--- src/hdl/jsp_pkg.sv ---
package jsp_pkg;

    // Request on the input side: one byte of document text.
    typedef struct packed {
        logic [7:0] text_byte;
        logic       end_of_text;
    } t_in_req;

    // Request on the result side.
    typedef struct packed {
        logic       result_kind;
        logic [7:0] decoded_char;
        logic [2:0] parse_status;
        logic [1:0] value_kind;
        logic       bool_value;
    } t_out_req;

    // A byte after classification by the front part.
    typedef struct packed {
        logic       is_end;
        logic [7:0] text_byte;
        logic       is_space;
        logic       is_quote;
        logic       is_bslash;
        logic       is_ctrl;
        logic       lit_start;
        logic [1:0] lit_kind;
        logic       esc_ok;
        logic [7:0] esc_char;
    } t_cmd;

    localparam int unsigned CMD_W = $bits(t_cmd);
    localparam int unsigned QUEUE_DEPTH = 4;

    localparam logic       RK_CHAR   = 1'b0;
    localparam logic       RK_STATUS = 1'b1;

    localparam logic [2:0] ST_OK         = 3'd0;
    localparam logic [2:0] ST_EXPECT     = 3'd1;
    localparam logic [2:0] ST_INVALID    = 3'd2;
    localparam logic [2:0] ST_NOT_SINGLE = 3'd3;
    localparam logic [2:0] ST_MISS_QUOTE = 3'd4;
    localparam logic [2:0] ST_BAD_ESCAPE = 3'd5;
    localparam logic [2:0] ST_BAD_CHAR   = 3'd6;

    localparam logic [1:0] VK_NULL   = 2'd0;
    localparam logic [1:0] VK_BOOL   = 2'd1;
    localparam logic [1:0] VK_STRING = 2'd2;

    localparam logic [1:0] LK_NULL  = 2'd0;
    localparam logic [1:0] LK_TRUE  = 2'd1;
    localparam logic [1:0] LK_FALSE = 2'd2;

    localparam logic [7:0] CH_SPACE  = 8'h20;
    localparam logic [7:0] CH_QUOTE  = 8'h22;
    localparam logic [7:0] CH_BSLASH = 8'h5C;

    // Expected byte of a literal at a given position.
    function automatic logic [7:0] lit_char(input logic [1:0] kind, input logic [2:0] pos);
        logic [7:0] ch;
        ch = 8'h00;
        case (kind)
            LK_TRUE: begin
                case (pos)
                    3'd0: ch = "t";
                    3'd1: ch = "r";
                    3'd2: ch = "u";
                    3'd3: ch = "e";
                    default: ch = 8'h00;
                endcase
            end
            LK_FALSE: begin
                case (pos)
                    3'd0: ch = "f";
                    3'd1: ch = "a";
                    3'd2: ch = "l";
                    3'd3: ch = "s";
                    3'd4: ch = "e";
                    default: ch = 8'h00;
                endcase
            end
            default: begin
                case (pos)
                    3'd0: ch = "n";
                    3'd1: ch = "u";
                    3'd2: ch = "l";
                    3'd3: ch = "l";
                    default: ch = 8'h00;
                endcase
            end
        endcase
        return ch;
    endfunction

    function automatic logic [2:0] lit_len(input logic [1:0] kind);
        return (kind == LK_FALSE) ? 3'd5 : 3'd4;
    endfunction

endpackage

--- src/hdl/jsp_front.sv ---
module jsp_front
    import jsp_pkg::*;
(
    input  t_in_req i_req,
    output t_cmd    o_cmd
);

    logic [7:0] b;

    assign b = i_req.text_byte;

    always_comb begin
        o_cmd           = '0;
        // A zero byte terminates the document just like the end marker.
        o_cmd.is_end    = i_req.end_of_text || (b == 8'h00);
        o_cmd.text_byte = b;
        o_cmd.is_space  = (b == CH_SPACE) || (b == 8'h09) || (b == 8'h0A) || (b == 8'h0D);
        o_cmd.is_quote  = (b == CH_QUOTE);
        o_cmd.is_bslash = (b == CH_BSLASH);
        o_cmd.is_ctrl   = (b < CH_SPACE);
        o_cmd.lit_start = 1'b1;
        case (b)
            "n":     o_cmd.lit_kind = LK_NULL;
            "t":     o_cmd.lit_kind = LK_TRUE;
            "f":     o_cmd.lit_kind = LK_FALSE;
            default: begin
                o_cmd.lit_kind  = LK_NULL;
                o_cmd.lit_start = 1'b0;
            end
        endcase
        o_cmd.esc_ok = 1'b1;
        case (b)
            CH_QUOTE:  o_cmd.esc_char = CH_QUOTE;
            CH_BSLASH: o_cmd.esc_char = CH_BSLASH;
            "/":       o_cmd.esc_char = "/";
            "b":       o_cmd.esc_char = 8'h08;
            "f":       o_cmd.esc_char = 8'h0C;
            "n":       o_cmd.esc_char = 8'h0A;
            "r":       o_cmd.esc_char = 8'h0D;
            "t":       o_cmd.esc_char = 8'h09;
            default: begin
                o_cmd.esc_char = 8'h00;
                o_cmd.esc_ok   = 1'b0;
            end
        endcase
    end

endmodule

--- src/hdl/jsp_queue.sv ---
module jsp_queue
    import jsp_pkg::*;
#(
    parameter int unsigned Depth = QUEUE_DEPTH
) (
    input  logic i_clk,
    input  logic i_rst_n,
    input  logic i_wr,
    input  t_cmd i_data,
    output logic o_full,
    input  logic i_rd,
    output t_cmd o_data,
    output logic o_empty
);

    localparam int unsigned AW = (Depth > 1) ? $clog2(Depth) : 1;
    localparam int unsigned CW = $clog2(Depth + 1);
    localparam logic [AW-1:0] LAST = AW'(Depth - 1);
    localparam logic [CW-1:0] FULL_CNT = CW'(Depth);

    t_cmd          r_mem [Depth];
    logic [AW-1:0] r_wr_ptr;
    logic [AW-1:0] r_rd_ptr;
    logic [CW-1:0] r_count;
    logic          wr_en;
    logic          rd_en;

    assign o_full  = (r_count == FULL_CNT);
    assign o_empty = (r_count == '0);
    assign wr_en   = i_wr && !o_full;
    assign rd_en   = i_rd && !o_empty;
    assign o_data  = r_mem[r_rd_ptr];

    always_ff @(posedge i_clk) begin
        if (wr_en) begin
            r_mem[r_wr_ptr] <= i_data;
        end
    end

    always_ff @(posedge i_clk) begin
        if (!i_rst_n) begin
            r_wr_ptr <= '0;
            r_rd_ptr <= '0;
            r_count  <= '0;
        end else begin
            if (wr_en) begin
                r_wr_ptr <= (r_wr_ptr == LAST) ? '0 : r_wr_ptr + AW'(1);
            end
            if (rd_en) begin
                r_rd_ptr <= (r_rd_ptr == LAST) ? '0 : r_rd_ptr + AW'(1);
            end
            if (wr_en && !rd_en) begin
                r_count <= r_count + CW'(1);
            end else if (rd_en && !wr_en) begin
                r_count <= r_count - CW'(1);
            end
        end
    end

endmodule

--- src/hdl/jsp_back.sv ---
module jsp_back
    import jsp_pkg::*;
(
    input  logic     i_clk,
    input  logic     i_rst_n,
    input  t_cmd     i_cmd,
    input  logic     i_cmd_empty,
    output logic     o_cmd_rd,
    output t_out_req o_result,
    output logic     o_empty,
    input  logic     i_pop
);

    localparam logic [2:0] PH_START   = 3'd0;
    localparam logic [2:0] PH_LITERAL = 3'd1;
    localparam logic [2:0] PH_STRING  = 3'd2;
    localparam logic [2:0] PH_ESCAPE  = 3'd3;
    localparam logic [2:0] PH_TRAIL   = 3'd4;
    localparam logic [2:0] PH_ERROR   = 3'd5;

    logic [2:0] r_phase, n_phase;
    logic [2:0] r_lit_pos, n_lit_pos;
    logic [1:0] r_lit_kind, n_lit_kind;
    logic [2:0] r_status, n_status;
    logic [1:0] r_vkind, n_vkind;
    logic       r_bool, n_bool;
    t_out_req   r_out, n_out;
    logic       r_out_valid;
    logic       emit;
    logic       take;
    logic [2:0] end_st;

    // The output register frees up in the same cycle that its request is popped.
    assign take     = !i_cmd_empty && (!r_out_valid || i_pop);
    assign o_cmd_rd = take;
    assign o_result = r_out;
    assign o_empty  = !r_out_valid;

    always_comb begin
        case (r_phase)
            PH_START:   end_st = ST_EXPECT;
            PH_LITERAL: end_st = ST_INVALID;
            PH_STRING:  end_st = ST_MISS_QUOTE;
            PH_ESCAPE:  end_st = ST_BAD_ESCAPE;
            PH_TRAIL:   end_st = ST_OK;
            default:    end_st = r_status;
        endcase
    end

    always_comb begin
        n_phase    = r_phase;
        n_lit_pos  = r_lit_pos;
        n_lit_kind = r_lit_kind;
        n_status   = r_status;
        n_vkind    = r_vkind;
        n_bool     = r_bool;
        n_out      = '0;
        emit       = 1'b0;
        if (i_cmd.is_end) begin
            emit                = 1'b1;
            n_out.result_kind   = RK_STATUS;
            n_out.parse_status  = end_st;
            n_out.value_kind    = (end_st == ST_OK) ? r_vkind : VK_NULL;
            n_out.bool_value    = (end_st == ST_OK) && (r_vkind == VK_BOOL) && r_bool;
            n_phase    = PH_START;
            n_lit_pos  = '0;
            n_lit_kind = LK_NULL;
            n_status   = ST_OK;
            n_vkind    = VK_NULL;
            n_bool     = 1'b0;
        end else begin
            case (r_phase)
                PH_START: begin
                    if (i_cmd.lit_start) begin
                        n_lit_kind = i_cmd.lit_kind;
                        n_lit_pos  = 3'd1;
                        n_phase    = PH_LITERAL;
                    end else if (i_cmd.is_quote) begin
                        n_phase = PH_STRING;
                    end else begin
                        n_status = ST_INVALID;
                        n_phase  = PH_ERROR;
                    end
                end
                PH_LITERAL: begin
                    if (i_cmd.text_byte != lit_char(r_lit_kind, r_lit_pos)) begin
                        n_status = ST_INVALID;
                        n_phase  = PH_ERROR;
                    end else begin
                        n_lit_pos = r_lit_pos + 3'd1;
                        if (n_lit_pos >= lit_len(r_lit_kind)) begin
                            n_vkind = (r_lit_kind == LK_NULL) ? VK_NULL : VK_BOOL;
                            n_bool  = (r_lit_kind == LK_TRUE);
                            n_phase = PH_TRAIL;
                        end
                    end
                end
                PH_STRING: begin
                    if (i_cmd.is_quote) begin
                        n_vkind = VK_STRING;
                        n_bool  = 1'b0;
                        n_phase = PH_TRAIL;
                    end else if (i_cmd.is_bslash) begin
                        n_phase = PH_ESCAPE;
                    end else if (i_cmd.is_ctrl) begin
                        n_status = ST_BAD_CHAR;
                        n_phase  = PH_ERROR;
                    end else begin
                        emit               = 1'b1;
                        n_out.result_kind  = RK_CHAR;
                        n_out.decoded_char = i_cmd.text_byte;
                    end
                end
                PH_ESCAPE: begin
                    if (i_cmd.esc_ok) begin
                        emit               = 1'b1;
                        n_out.result_kind  = RK_CHAR;
                        n_out.decoded_char = i_cmd.esc_char;
                        n_phase            = PH_STRING;
                    end else begin
                        n_status = ST_BAD_ESCAPE;
                        n_phase  = PH_ERROR;
                    end
                end
                PH_TRAIL: begin
                    if (!i_cmd.is_space) begin
                        n_status = ST_NOT_SINGLE;
                        n_phase  = PH_ERROR;
                    end
                end
                default: begin
                end
            endcase
        end
    end

    always_ff @(posedge i_clk) begin
        if (take && emit) begin
            r_out <= n_out;
        end
    end

    always_ff @(posedge i_clk) begin
        if (!i_rst_n) begin
            r_phase     <= PH_START;
            r_lit_pos   <= '0;
            r_lit_kind  <= LK_NULL;
            r_status    <= ST_OK;
            r_vkind     <= VK_NULL;
            r_bool      <= 1'b0;
            r_out_valid <= 1'b0;
        end else begin
            if (take) begin
                r_phase    <= n_phase;
                r_lit_pos  <= n_lit_pos;
                r_lit_kind <= n_lit_kind;
                r_status   <= n_status;
                r_vkind    <= n_vkind;
                r_bool     <= n_bool;
            end
            if (take && emit) begin
                r_out_valid <= 1'b1;
            end else if (i_pop) begin
                r_out_valid <= 1'b0;
            end
        end
    end

endmodule

--- src/hdl/json_scalar_byte_parser_top.sv ---
// Byte-serial parser for one JSON scalar document: null, true, false or a quoted
// string with the simple escapes. Bytes enter through a queue-style port (push/full)
// and one byte per clock is accepted while the internal queue has room. A front
// stage classifies each byte and writes it into a small queue; a back stage runs the
// parser state machine at one byte per clock while its output register is free or
// being popped, and places any result in that register, read through empty/pop.
// String characters come out as they are decoded, and the end marker (or a zero
// byte) yields the final status request, after which the parser is ready for a new
// document. Sustained rate is one byte per cycle while results are popped in time;
// a result passes through the queue and the output register before it is visible.
// The first error is latched and later bytes give nothing until the end marker.
module json_scalar_byte_parser_top
    import jsp_pkg::*;
#(
    parameter int unsigned QueueDepth = QUEUE_DEPTH
) (
    input  logic     i_clk,
    input  logic     i_rst_n,
    input  logic     push,
    output logic     full,
    input  t_in_req  i_item,
    output logic     empty,
    input  logic     pop,
    output t_out_req o_result
);

    t_cmd front_cmd;
    t_cmd queue_cmd;
    logic queue_empty;
    logic queue_rd;

    // Classification is purely combinational on the incoming request.
    jsp_front u_front (
        .i_req (i_item),
        .o_cmd (front_cmd)
    );

    // The queue lets the input side keep pushing while a result waits to be popped.
    jsp_queue #(
        .Depth (QueueDepth)
    ) u_queue (
        .i_clk   (i_clk),
        .i_rst_n (i_rst_n),
        .i_wr    (push),
        .i_data  (front_cmd),
        .o_full  (full),
        .i_rd    (queue_rd),
        .o_data  (queue_cmd),
        .o_empty (queue_empty)
    );

    // The back stage holds the document state and the output register.
    jsp_back u_back (
        .i_clk       (i_clk),
        .i_rst_n     (i_rst_n),
        .i_cmd       (queue_cmd),
        .i_cmd_empty (queue_empty),
        .o_cmd_rd    (queue_rd),
        .o_result    (o_result),
        .o_empty     (empty),
        .i_pop       (pop)
    );

endmodule
--- config.mk ---
export PLATFORM = sky130hd
export DESIGN_NAME = json_scalar_byte_parser_top
export DESIGN_NICKNAME = d
export VERILOG_FILES = /design/src/hdl/jsp_pkg.sv /design/src/hdl/jsp_front.sv /design/src/hdl/jsp_queue.sv /design/src/hdl/jsp_back.sv /design/src/hdl/json_scalar_byte_parser_top.sv
export SDC_FILE = /design/constraint.sdc
export NUM_CORES = 1
export LEC_CHECK = 0
export ABC_AREA = 1
export BUFFER_PORTS_ARGS = -buffer_cell sky130_fd_sc_hd__buf_2
export CORE_MARGIN = 5
export CORE_UTILIZATION = 25
export CTS_BUF_LIST = sky130_fd_sc_hd__clkbuf_4 sky130_fd_sc_hd__clkbuf_8
export DETAILED_ROUTE_END_ITERATION = 6
export GPL_TIMING_DRIVEN = 0
export PLACE_DENSITY = 0.45
export SLEW_MARGIN = 20
export SYNTH_ARGS = -nofsm -noshare
export SYNTH_HDL_FRONTEND = slang
export SYNTH_SLANG_ARGS = --single-unit
--- constraint.sdc ---
create_clock -name i_clk -period 2.3 [get_ports i_clk]
set_input_delay 0.46 -clock i_clk [delete_from_list [all_inputs] [get_ports i_clk]]
set_output_delay 0.46 -clock i_clk [all_outputs]
set_load 0.03 [all_outputs]
* Word level (Yosys, flattened, before mapping)
Memories as Yosys holds them, arrays and structs flattened. A register that Yosys moved wholly into a read port is not among the register bits.
Cells that the tools add are included.
** Storage, ports and cells
- Bits in registers :: 37
- Memories kept :: 1
- Logic and storage cells :: 176
- RAM bits :: 96
** Operators by class
- Equality and inequality tests :: 41
- Reductions and logical operators :: 40
- Order comparisons :: 2
- Muxes and demuxes :: 72
- Add/sub/neg operators :: 5
** Memory list
- u_queue.r_mem :: depth 4, bits a word 24, read ports 1, clocked after memory_dff 1, write ports 1, RTL line jsp_queue.sv:21 : t_cmd r_mem [Depth];
** Operators with widths (number)
- $mux 3 :: 24
- $pmux 7 s8 :: 1
- $eq 8x7->1 const B :: 6
- $pmux 3 s5 :: 3
- $pmux 7 s5 :: 1
- $mux 8 :: 4
- $ne 3x3->1 const B :: 10
- $pmux 7 s4 :: 1
- $eq 8x4->1 const B :: 3
- $eq 8x6->1 const B :: 3
- $mux 2 :: 11
- $pmux 7 s3 :: 1
- $mux 9 :: 2
- $pmux 9 s2 :: 1
- $mux 1 :: 17
- $pmux 8 s2 :: 1
- $eq 3x2->1 const B :: 4
- $logic_not 3->1 :: 4
- $reduce_and 10->1 :: 1
- $reduce_and 5->1 :: 2
- $eq 3x3->1 const B :: 3
- $logic_and 1x1->1 :: 8
- $logic_not 8->1 :: 1
- $lt 8x6->1 const B :: 1
- 26 further kinds :: 47

* Longest topological paths before layout
Gate-level depths: netlist of the first run.
- Word-level depth :: 10
- Gate-level depth with buffers :: 17

* By module
A second synthesis of the first run with hierarchy kept.
** Second synthesis, totals
- Cells, all modules :: 678
- Area total of the unflattened synthesis :: 6771.5 um^2
** By module, submodules not included
- jsp_queue :: times used 1, cells each 314, area each 4307.9 um^2
- jsp_back :: times used 1, cells each 289, area each 2107.0 um^2
- jsp_front :: times used 1, cells each 75, area each 356.6 um^2

* Least setup slack after synthesis of the first run
Ideal clock, no wire load.
- Path kind :: reg2reg
- Start :: register u_queue.r_count[0]
- End :: memory u_queue.r_mem[0][0] (netlist name) (enable)
- Clock period less this slack :: 2.252 ns
- Required time :: 1.897 ns
- Setup time :: 0.403 ns
- Path slack :: 0.048 ns
- Stages on the path, launching flop included :: 5
- Data arrival time :: 1.849 ns
- Path through :: dfxtp_1 -> nor3_1 -> nor2_1 -> inv_1 -> nor2_1
** On the way
- Word-level cells in the longest chain between the ends :: 5
** Ends and longest elaborated chain
- start, declared :: RTL line jsp_queue.sv:24 : logic [CW-1:0] r_count;
- start signal, assigned :: RTL line jsp_queue.sv:53 : r_count <= r_count + CW'(1);
- start signal, assigned :: RTL line jsp_queue.sv:55 : r_count <= r_count - CW'(1);
- $eq 3x3->1 :: RTL line jsp_queue.sv:28 : assign o_full = (r_count == FULL_CNT);
- via full :: RTL line json_scalar_byte_parser_top.sv:20 : output logic full,
- $logic_not 1->1 :: RTL line jsp_queue.sv:30 : assign wr_en = i_wr && !o_full;
- $logic_and 1x1->1 :: RTL line jsp_queue.sv:30
- via u_queue.wr_en :: RTL line jsp_queue.sv:25 : logic wr_en;
- $mux 1 :: RTL line jsp_queue.sv:35 : if (wr_en) begin
- $mux 1 (not written as such) :: RTL line jsp_queue.sv:36 : r_mem[r_wr_ptr] <= i_data;
- end, declared :: RTL line jsp_queue.sv:21
The timed path passes the listed nets, and every way through them passes these cells.

==> out/summary.md, run 1 <==
The via density per instance came out at 4.35. The analysis attributes to net switching a power of 4240 uW. For this run, the top clock speed supported by timing is 461 MHz. TritonCTS built the clock tree.

The transition time of the tightest slew-check pin was 855 ps; the post-synthesis sequential area ratio was 0.587. Fraction of final layout cells with drive strength greater than 1: 0.194. The H-tree generated during clock tree synthesis spans 4 levels. At the end of the flow, the number of nets in the layout was 749. The signal arrival time at the worst endpoint is 2350 ps, and the final instance count without filler cells is 1,062. The critical path goes through inv_2 -> clkbuf_2 -> a32oi_2 -> inv_1 -> nand2_2 -> nor2_4 -> o31ai_4 -> buf_4 -> clkinv_4.

Once placement finished, the instance area stood at 6980 sq um. Once detail routing completed, the nets flagged for antenna violations numbered 0. The logs give 0.000481 V for the peak ir drop on the vdd network and 2480 ps for the required time reported for the critical path endpoint. The count of yosys warnings during synthesis was 0; the post-synthesis async set-or-reset flop share was 0.

Clock tree synthesis found a total of 131 sinks. The run finished with clean final reports. The total power divided by cell area is 1310 nW/um^2. The clock passes through at most 2 buffers. The die covers 28,400 sq um. Chip height: 169 microns.

After detailed routing, the number of remaining DRC violations is 0. The run gives 0.214 as the clock network fraction of total power. The final period demand of the worst path was 2170 ps.

The first routing iteration left 307 violations. Setup violations remaining at the end of the flow were counted as 0. The flop and latch count out of synthesis came out at 131.

A synthesized cell averages 9.52 sq um. The biggest area contributor in the post-synthesis netlist is edfxtp_1. In this run the worst path has a maximum fanout of 10. The final number of hold-violating endpoints is 0, and the area added between synthesis and finish is 20.8%.

The placer's final routability congestion estimate is 0.844. The hold buffer count at cts came out at 0. The leakage power was 0.00306 uW.

The clock arrives with 14.7 ps of skew. The number of antenna diodes in the final layout is 0. The power share of the sequential group came out at 0.327. The pre-antenna-repair detailed-routing pass consisted of 5 iterations. Summed over all layers, the global routing overflow is 0. For the share of total power in combinational logic, the log shows 0.459. By count the netlist is led by nand2_1, edfxtp_1, nor2_1.

Wires add up to 16.0 mm. The largest single stage delay on the critical path is 430 ps. The area of the core was 25,000 sq um; the die outline width was 169 microns. The startpoint type of the worst setup path was a flop. The critical path is of the flop to flop type. For the final routed database, the setup TNS stands at 0 ps. Max-cap violations in this run came to 0. Most numerous cell in the Yosys netlist: nand2_1. The initialized floorplan defines 58 standard-cell rows. CTS placed an instance of clkbuf_8 at the clock tree root. The run gives 17 as the number of buffers added by the clock tree synthesis step.

The logs give 0.114 for the combined global-route utilization of all metal layers and 0.252 for the starting density of the core. The slowest stage of the critical path belongs to the cell dfxtp_2. After clock tree synthesis, the clock-pin slew on the worst setup and hold paths is 80 ps. The first-pass GRT wire length was 25.0 mm. The run gives 0.422 as the relative slew slack. The synthesized instance count was 661; the post-detailed-placement half-perimeter wirelength was 11.6 mm. The number of enable flip-flop cells after synthesis is 107. The final number of max-transition violations was 0. Counting distinct cell types in the post-synthesis netlist gives 45.

In this run the worst hold path is classified as primary input to flop. In this run, placement finished with an instance count of 1,023. Portion of the clock cycle consumed by the worst path in the final layout: 0.944. The run gives 4,484 as the number of global-route vias before repair.

The final route contains 4,615 vias. The clock latency on the worst-skew pair was 440 ps; the average wire length per cell after detail routing was 15.1 microns. By area the synthesized netlist is led by edfxtp_1, nand2_1, dfxtp_1, nor2_1, inv_1. The logs give 30 for the number of primary I/O pins and 0 for the number of antenna violations at the first check in global routing. The final design area excluding fillers is 7600 sq um, and the post-synthesis net count is 690.

The post-synthesis instance area came out at 6290 sq um. Entering global routing, the biggest net connects 19 pins. The switching fraction of total power is 0.426.

Internal power comes to 5700 uW. Setup repair after global routing left no endpoint under its margin. The worst setup path is captured at a flop. Share of the synthesized area in the top cell type: 0.511. The most used flip-flop cell after synthesis is edfxtp_1. The number of port buffers came out at 28.
==> final cells by class <==
class	count	area (sq um)
repair inverters	1	5.00
fillers	2676	17400
clock buffers	18	241
repair buffers	39	303
clock inverters	13	184
multi-input cells	422	2280
inverters	89	342
flip-flops and latches	131	3710
plain buffers	19	124
well taps	330	413
==> per-stage QoR <==
| step | util | hold WS (ps) | setup WS (ps) | power [uW] |
|---|---|---|---|---|
| finish | 0.304 | 295 | 130 | 9940 |
| global route | 0.304 | 269 | 0.00955 | 10700 |
| CTS | 0.299 | 266 | 10.5 | 9840 |
| detailed placement | 0.280 | 489 | -700 | 7570 |
| global placement | 0.274 | 485 | -977 | 7510 |
| floorplan | - | 460 | 47.8 | 6310 |
==> layout by cell type, fill, tap and decap left out, types with 3 or more instances in the layout <==
| master | synthesis | final |
|---|---|---|
| dfxtp_4 | 0 | 3 |
| a211oi_1 | 3 | 3 |
| nand3_2 | 3 | 3 |
| nand2_2 | 4 | 5 |
| dfxtp_1 | 24 | 18 |
| ha_1 | 15 | 13 |
| o21ai_0 | 41 | 39 |
| clkinv_4 | 0 | 4 |
| buf_4 | 3 | 10 |
| nor3_1 | 10 | 10 |
| nor2_4 | 2 | 9 |
| o21ai_1 | 5 | 7 |
| buf_6 | 2 | 3 |
| nor2_1 | 88 | 82 |
| a22oi_1 | 5 | 5 |
| clkbuf_4 | 0 | 3 |
| nand3_1 | 38 | 36 |
| a21oi_1 | 24 | 24 |
| o22ai_1 | 8 | 8 |
| nand3_4 | 1 | 3 |
| buf_2 | 10 | 35 |
| inv_1 | 76 | 74 |
| nand4_1 | 10 | 10 |
| dfxtp_2 | 0 | 3 |
| bufinv_16 | 0 | 4 |
| edfxtp_1 | 107 | 107 |
| buf_16 | 0 | 4 |
| inv_2 | 13 | 13 |
| clkinv_2 | 0 | 3 |
| clkbuf_8 | 0 | 17 |
| nand2_1 | 137 | 136 |
==> routing by layer <==
layer | share of wire | wire length (microns) | global-route usage | vias to the layer above
met4 | 0.012 | 195 | 0.0325 | 0
li1 | - | - | - | 2351
met5 | 0 | 0 | 0 | -
met2 | 0.47 | 7560 | 0.183 | 82
met1 | 0.47 | 7560 | 0.155 | 2166
met3 | 0.044 | 700 | 0.0271 | 16
==> kinds of logic (layout without fill, tap and decap cells) <==
family                   count (synthesis)  count (layout)  synth area share
flip-flops                             131             131             0.587
AND/OR/NAND/NOR                        303             303             0.211
AO/OA/AOI/OAI                          102             102            0.0971
buffers and inverters                  108             179            0.0706
XOR/XNOR                                 1               1           0.00139
adder cells (fa/ha/maj)                 16              16            0.0330
==> power by group through the flow <==
stage,clock (uW),combinational (uW),sequential (uW)
after global placement,0,4210,3300
final,2130,4560,3250
after detailed placement,0,4290,3290
after CTS,2180,4420,3240
after global routing,2300,5110,3300
after floorplan,0,2810,3500
==> sequential cells by signal, summed over array words and instances, names as in the netlist, named ones only <==
signal / count
u_queue.r_mem: 92
u_back.o_result: 15
u_back.r_lit_pos: 3
u_back.r_phase: 3
u_back.r_status: 3
u_queue.r_count: 3
u_back.r_lit_kind: 2
u_back.r_vkind: 2
u_queue.r_rd_ptr: 2
u_queue.r_wr_ptr: 2
u_back.r_bool: 1
u_back.r_out_valid: 1
==> what timing repair did <==
item,in CTS,in global routing
pin swaps,1,6
buffers inserted,0,7
setup endpoints to repair,35,32
gates cloned,0,1
resized for setup,16,25
==> path summary, 6_finish.rpt <==
kind	from	end	slack [ps]	depth (start not counted)
worst max-delay path	flop	u_back.o_result[1]	130	9
worst min-delay path	i_item[8]	u_queue.r_mem[2][22]	300	1
worst max register to register	flop	u_back.o_result[1]	130	9
worst min register to register	u_queue.r_count[2]	u_queue.r_count[2]	510	2
==> worst max-delay path, delay by kind of cell, from the launching register on <==
| kind | cells | cell delay, ps |
|---|---|---|
| and+or+nand+nor | 2 | 170 |
| AOI/OAI and AO/OA | 2 | 580 |
| DFF | 1 | 430 |
| buffers and inverters | 5 | 740 |
Note: power is estimated with default switching activity, not from simulation.
==> run 2: changes to the inputs <==
--- a/config.mk
+++ b/config.mk
@@ -13,6 +13,7 @@
 export DETAILED_ROUTE_END_ITERATION = 6
 export GPL_TIMING_DRIVEN = 0
 export PLACE_DENSITY = 0.45
+export REMOVE_ABC_BUFFERS = 1
 export SLEW_MARGIN = 20
 export SYNTH_ARGS = -nofsm -noshare
 export SYNTH_HDL_FRONTEND = slang
==> out/summary.md, run 2 (same netlist as run 1, synthesis figures left out) <==
The largest fanout of any net on the critical path is 45. The area growth from synthesis to layout is 21.0%. The number of antenna violations at the first check in global routing was 0; the total overflow reported by the global router was 0. After the first detailed-routing iteration, the DRC count stood at 258. The clock root buffer is clkbuf_8. The count of nets left with antenna violations once routing finished came out at 0. After detailed routing, the number of remaining DRC violations is 0. The worst setup path is of the flop to flop kind. For the leakage power, the log shows 0.00304 uW.

The tools report the number of placement rows as 58. The number of antenna diodes in the final layout is 0. On the final layout, the worst clock skew is 17.7 ps.

The tools report the met3 layer wire length in the routed design as 492 microns. The tools report the number of global-route vias before repair as 4,379. Counting the fill cells in the layout gives 2,653. The final number of max-transition violations was 0; the die outline width was 169 microns. The floorplan step defined a core boundary enclosing 25,000 sq um.

The register with the highest flop count is u_queue.r_mem. The number of primary I/O pins is 30, and the final design area excluding fillers is 7610 sq um. TritonCTS created 17 clock buffers. The logs give 0 for the number of endpoints failing setup at the final stage and 0.285 for the relative slew slack.

At the later pin of the worst-skew pair, clock insertion delay measures 450 ps. The most common cell after layout, fill and taps aside is nand2_1. The tools report the wire length the detailed router placed on met1 as 7.40 mm.

The fraction of final layout cells with drive strength greater than 1 is 0.196. After clock tree synthesis, the clock-pin slew on the worst setup and hold paths is 90 ps. In this run the cell area measured after placement is 6910 sq um.

For the number of nets at the end of the flow, the log shows 742. The flow ran to the end, and the final reports show no timing, DRC or antenna violations. The largest net degree at the start of global routing was 46; the length of the first detailed-routing pass in iterations was 4. Final core utilization: 0.305.

After detailed routing, no signal wire sits above met4. Once detailed placement completed, the half-perimeter wirelength came to 10.0 mm. The logs give 0.112 for the combined global-route utilization of all metal layers and 0.252 for the starting density of the core. The maximum buffer depth of the clock tree came out at 2. The clock period could shrink to 2140 ps.

Startpoint type of the worst setup path: a flop. The design draws 9860 uW. The critical path endpoint category was a flop. The portion of the clock cycle consumed by the worst path in the final layout came out at 0.931. CTS built an H-tree with a depth of 4. The routed layout has 4,572 vias.

The floorplan step defined a die boundary enclosing 28,400 sq um. The highest achievable clock rate is 467 MHz, and the chip height is 169 microns. For the peak ir drop on the vdd network, the log shows 0.000376 V.

In the final routed layout, each cell accounts on average for 14.7 microns. The final number of hold-violating endpoints is 0. Class of the tightest hold or removal check: primary input to flop.

At the pin with the least slew margin, the transition time is 1060 ps. Power spread over the standard cell area amounts to 1300 nW/um^2. The number of port buffers was 29; the placer's final routability congestion estimate was 0.792. After layout, the worst setup slack is 158 ps. The number of hold buffers added after CTS was 0. Data on the critical path arrives at its endpoint at 2270 ps. The tool flagged a number of max-cap violations equal to 0.

The required time reported for the critical path endpoint was 2430 ps. The sum of met2 wire segment lengths after detailed routing was 7.42 mm; the via density per instance was 4.33. The first global-routing pass estimated 24.5 mm of wire. TritonCTS built the clock tree.

Timing analysis after detailed placement gives a worst setup slack of -1550 ps. The register with the most flip-flops in the layout has 92 of them. Leaving out fill and tap cells, the most frequent cells in the layout are nand2_1, edfxtp_1, nor2_1.

For this block, the routed nets add up to 15.5 mm of wire. The clock sink total was 131.
## run 2: cell types whose count changed in the layout (fill, tap and decap cells not counted), sizes merged
cell      delta
clkinvlp     -1
clkbuf       -6
clkinv       -3
buf          -1
bufinv       -2
inv          +6
## run 2: metal layers
layer	track usage	vias up
li1	-	2329
met1	0.150	2159
met2	0.182	70
met3	0.0255	14
met4	0.0339	0
met5	0	-
## run 2: report_power, final
part,internal [uW],switching [uW]
Combinational,1560,3060
Sequential,3060,227
Clock,970,982
## run 2: worst max-delay path, stage by stage, from the launching register on
cell     delay, ps
dfxtp_4        480
inv_16         110
nand2_1         90
nand3_1         60
nand2_1        190
inv_2           60
nor2_2         120
inv_2           80
nor2_4         240
o31ai_4        120
inv_4          230
## run 2: path summary, 6_finish.rpt
check,from,to,slack [ps],depth (start not counted)
worst max-delay path,flop,u_back.o_result[13],160,10
worst min-delay path,i_item[8],u_queue.r_mem[2][22],250,1
worst max register to register,flop,u_back.o_result[13],160,10
worst min register to register,u_queue.r_count[2],u_queue.r_count[2],490,2
## run 2: through the flow
stage	TNS [ps]	hold slack, ps	cells
2_1_floorplan	-21520	459	642
3_3_place_gp	-172260	479	1001
3_5_place_dp	-54100	487	1006
4_1_cts	0	219	1046
5_1_grt	-10.9	239	1055
6_report	0	246	1055
## run 2: timing repair
action | in CTS | in global routing
buffers inserted | 9 | 8
cloned | 0 | 1
gates resized for setup | 18 | 27
pin swaps | 1 | 7
setup endpoints to repair | 45 | 12
## run 2: cell type report
type | instances | area, sq um | area share
clock buffer | 17 | 234 | 0.0308
clock inverter | 14 | 150 | 0.0197
inverter | 89 | 355 | 0.0467
multi-input combinational | 422 | 2290 | 0.301
sequential | 131 | 3710 | 0.487
tap | 330 | 413 | 0.0543
timing repair buffer | 52 | 455 | 0.0599
==> run 3: changes to the inputs <==
--- a/config.mk
+++ b/config.mk
@@ -7,6 +7,7 @@
 export LEC_CHECK = 0
 export ABC_AREA = 1
 export BUFFER_PORTS_ARGS = -buffer_cell sky130_fd_sc_hd__buf_2
+export CORE_ASPECT_RATIO = 1.4
 export CORE_MARGIN = 5
 export CORE_UTILIZATION = 25
 export CTS_BUF_LIST = sky130_fd_sc_hd__clkbuf_4 sky130_fd_sc_hd__clkbuf_8
==> out/summary.md, run 3 (same netlist as run 1, synthesis figures left out) <==
Of all nets on the critical path, the largest fanout is 6. The portion of the clock cycle consumed by the worst path in the final layout was 0.958. Buffers placed on the I/O ports in this run total 29. The logs give 68 for the number of placement rows and 0.254 for the starting density of the core. The floorplan step set the die height to 198 microns. Together, buffers and inverters on the worst path number 2. The largest individual stage delay along the critical path comes from the cell dfxtp_4.

Across the VDD grid, the largest voltage drop is 0.000427 V. For this run the aggregate overflow at the end of global routing stands at 0. Data on the critical path is required at its endpoint by 2640 ps. The leakage power was 0.00301 uW.

Entering global routing, the biggest net connects 46 pins. The detailed-route DRC error count was 0; the multi-input logic area was 2300 sq um. For the met3 usage, the log shows 0.0288. The critical path endpoint category was a flop. The depth of the worst register-to-register path is 14, and the global-route met1 utilization is 0.119. In the layout the commonest cells are nand2_1, edfxtp_1, nor2_1. The tools report the final number of hold-violating endpoints as 0. The power share of the sequential group was 0.340; the number of primary I/O pins was 30.

The clock reaches the later pin of the worst-skew pair after 450 ps. Class of the tightest hold or removal check: primary input to flop. Once detail routing completed, the nets flagged for antenna violations numbered 0. The signal arrival time at the worst endpoint was 2540 ps; the clock sink total was 131. For the met2 usage, the log shows 0.201. Dividing the detail-routed wire length by the instance count gives 14.8 microns. The critical path in this run is classified as flop to flop. The number of global-route vias before repair is 4,456. In this run the register-to-register setup slack is 100 ps.

The tools report the placer's final routability congestion estimate as 0.766. The number of inserted diodes is 0. Dividing total power by cell area gives a power density of 1290 nW/um^2. Highest achievable clock rate: 454 MHz.

At the placement stage, the worst setup path has a slack of -1540 ps. The first global-routing pass estimated 23.7 mm of wire. The switching fraction of total power came out at 0.433. For hold timing, the worst endpoint is u_queue.r_mem[2][21]. After filler insertion, the fill cell instance count of the layout stands at 2,585.

For the number of endpoints failing setup at the final stage, the log shows 0. The area of the core was 24,800 sq um. The worst register-to-register path ends at u_back.r_status[0].

The number of H-tree levels is 4. The total wire length after detailed routing was 15.4 mm. For the pin with the worst max-slew slack, the measured transition is 600 ps.

The final route contains 4,509 vias. The critical path goes through inv_1 -> ha_4 -> inv_2 -> or2_4 -> o21ai_4 -> nand2_2 -> nand2_1 -> nand2_1 -> nor2_2 -> nand3_4 -> o21ai_4 -> nand2_1 -> nand2_1 -> nor2_1. The largest clock skew in the final design came out at 11.6 ps. The combined global-route utilization of all metal layers was 0.110. The layer flagged by global routing as most heavily used is met2.

The clock root buffer was clkbuf_8. For the length of the first detailed-routing pass in iterations, the log shows 4. The tools report the final number of max-transition violations as 0. Leaving out fill and tap cells, the most frequent cell in the layout is nand2_1.

The tools report the area taken by flip-flops and latches as 3710 sq um. TritonCTS built the clock tree. For the number of buffers added by the clock tree synthesis step, the log shows 17. The flow ran to the end, and the final reports show no timing, DRC or antenna violations. The floorplan step set the die width to 144 microns. The tools report the start point of the worst hold path as i_item[7]. The largest stage delay on the critical path came out at 370 ps. The clock network fraction of total power was 0.199. The final period demand of the worst path works out to 2200 ps. STA classifies the critical path startpoint as a flop.

The setup slack after layout is 95.8 ps. By instance count, the cell type seen most on the critical path is nand2_1. The internal portion of the total power is 5550 uW. The floorplan step defined a die boundary enclosing 28,500 sq um. The post-detailed-placement half-perimeter wirelength is 10.3 mm, and the accumulated negative setup slack is 0 ps. After the first detailed-routing iteration, the DRC count stood at 175. The switching component of the power is 4240 uW. Share of total power in combinational logic: 0.460. For the maximum buffer depth of the clock tree, the log shows 2.

The worst hold path stage count came out at 1. The largest delay contributor family on the critical path is simple AND/OR/NAND/NOR gates. Startpoint of the worst register-to-register path: u_back.r_lit_kind[1]. The via density per instance is 4.34. The register with the most flip-flops in the layout has 92 of them. Clock-pin slew was measured on the worst setup and hold paths at 80 ps. The reported max-cap violation count is 0. For the relative slew slack, the log shows 0.596.

The register with the most flip-flops in the final layout is u_queue.r_mem. The number of antenna violations at the first check in global routing was 0; the fraction of final layout cells with drive strength greater than 1 was 0.198. Relative to the synthesized area, the layout overhead comes to 20.3%. The number of nets at the end of the flow was 739.
-- run 3: power by group through the flow --
stage | clock network [uW] | logic [uW] | registers (uW)
floorplan | 0 | 2560 | 3600
global placement | 0 | 3790 | 3460
detailed placement | 0 | 3980 | 3400
CTS | 2020 | 4200 | 3360
global route | 2120 | 5000 | 3380
finish | 1950 | 4500 | 3330
-- run 3: worst reg2reg max path, stage by stage (launching register included) --
cell and delay (ps):
dfxtp_4 370, inv_1 80, ha_4 290, inv_2 50, or2_4 240, o21ai_4 70, nand2_2 70, nand2_1 50
nand2_1 90, nor2_2 190, nand3_4 130, o21ai_4 250, nand2_1 80, nand2_1 60, nor2_1 40
-- run 3: what timing repair did --
action                                  4_1_cts  5_1_grt
gates resized for setup                      24       28
setup buffers                                 4       11
hold buffers                                  0        0
endpoints found under the setup margin       45       27
pin swaps                                     3       12
-- run 3: area by class of cell --
class / instances / area share
multi-input combinational: 422 / 0.304
inverter: 89 / 0.0496
sequential: 131 / 0.491
clock inverter: 14 / 0.0203
tap: 315 / 0.0521
clock buffer: 18 / 0.0319
timing repair buffer: 49 / 0.0505
-- run 3: through the flow --
stage	cells	instance area [sq um]	power, uW	hold slack, ps	utilization
6_report	1038	7560	9790	277	0.305
5_1_grt	1038	7560	10500	258	0.305
4_1_cts	1027	7380	9580	248	0.298
3_5_place_dp	991	6870	7380	481	0.278
3_3_place_gp	986	6720	7250	474	0.271
2_1_floorplan	642	6180	6160	459	-
-- run 3: worst max path at each step --
stage / from / end / slack, ps / cells past startpoint
5_1_grt: u_back.r_lit_pos[0] / u_back.r_lit_pos[0] / -9 / 16
3_3_place_gp: flop / u_back.o_result[11] / -2540 / 10
6_report: u_back.r_lit_kind[1] / u_back.r_status[0] / 100 / 14
3_5_place_dp: flop / u_back.o_result[9] / -1540 / 7
2_1_floorplan: flop / u_back.o_result[0] / -840 / 10
4_1_cts: flop / u_back.o_result[9] / 4 / 7
-- run 3: metal layers --
metal / part of all wire / vias to the layer above
li1: - / 2326
met1: 0.41 / 2090
met2: 0.54 / 63
met3: 0.026 / 30
met4: 0.029 / 0
met5: 0 / -
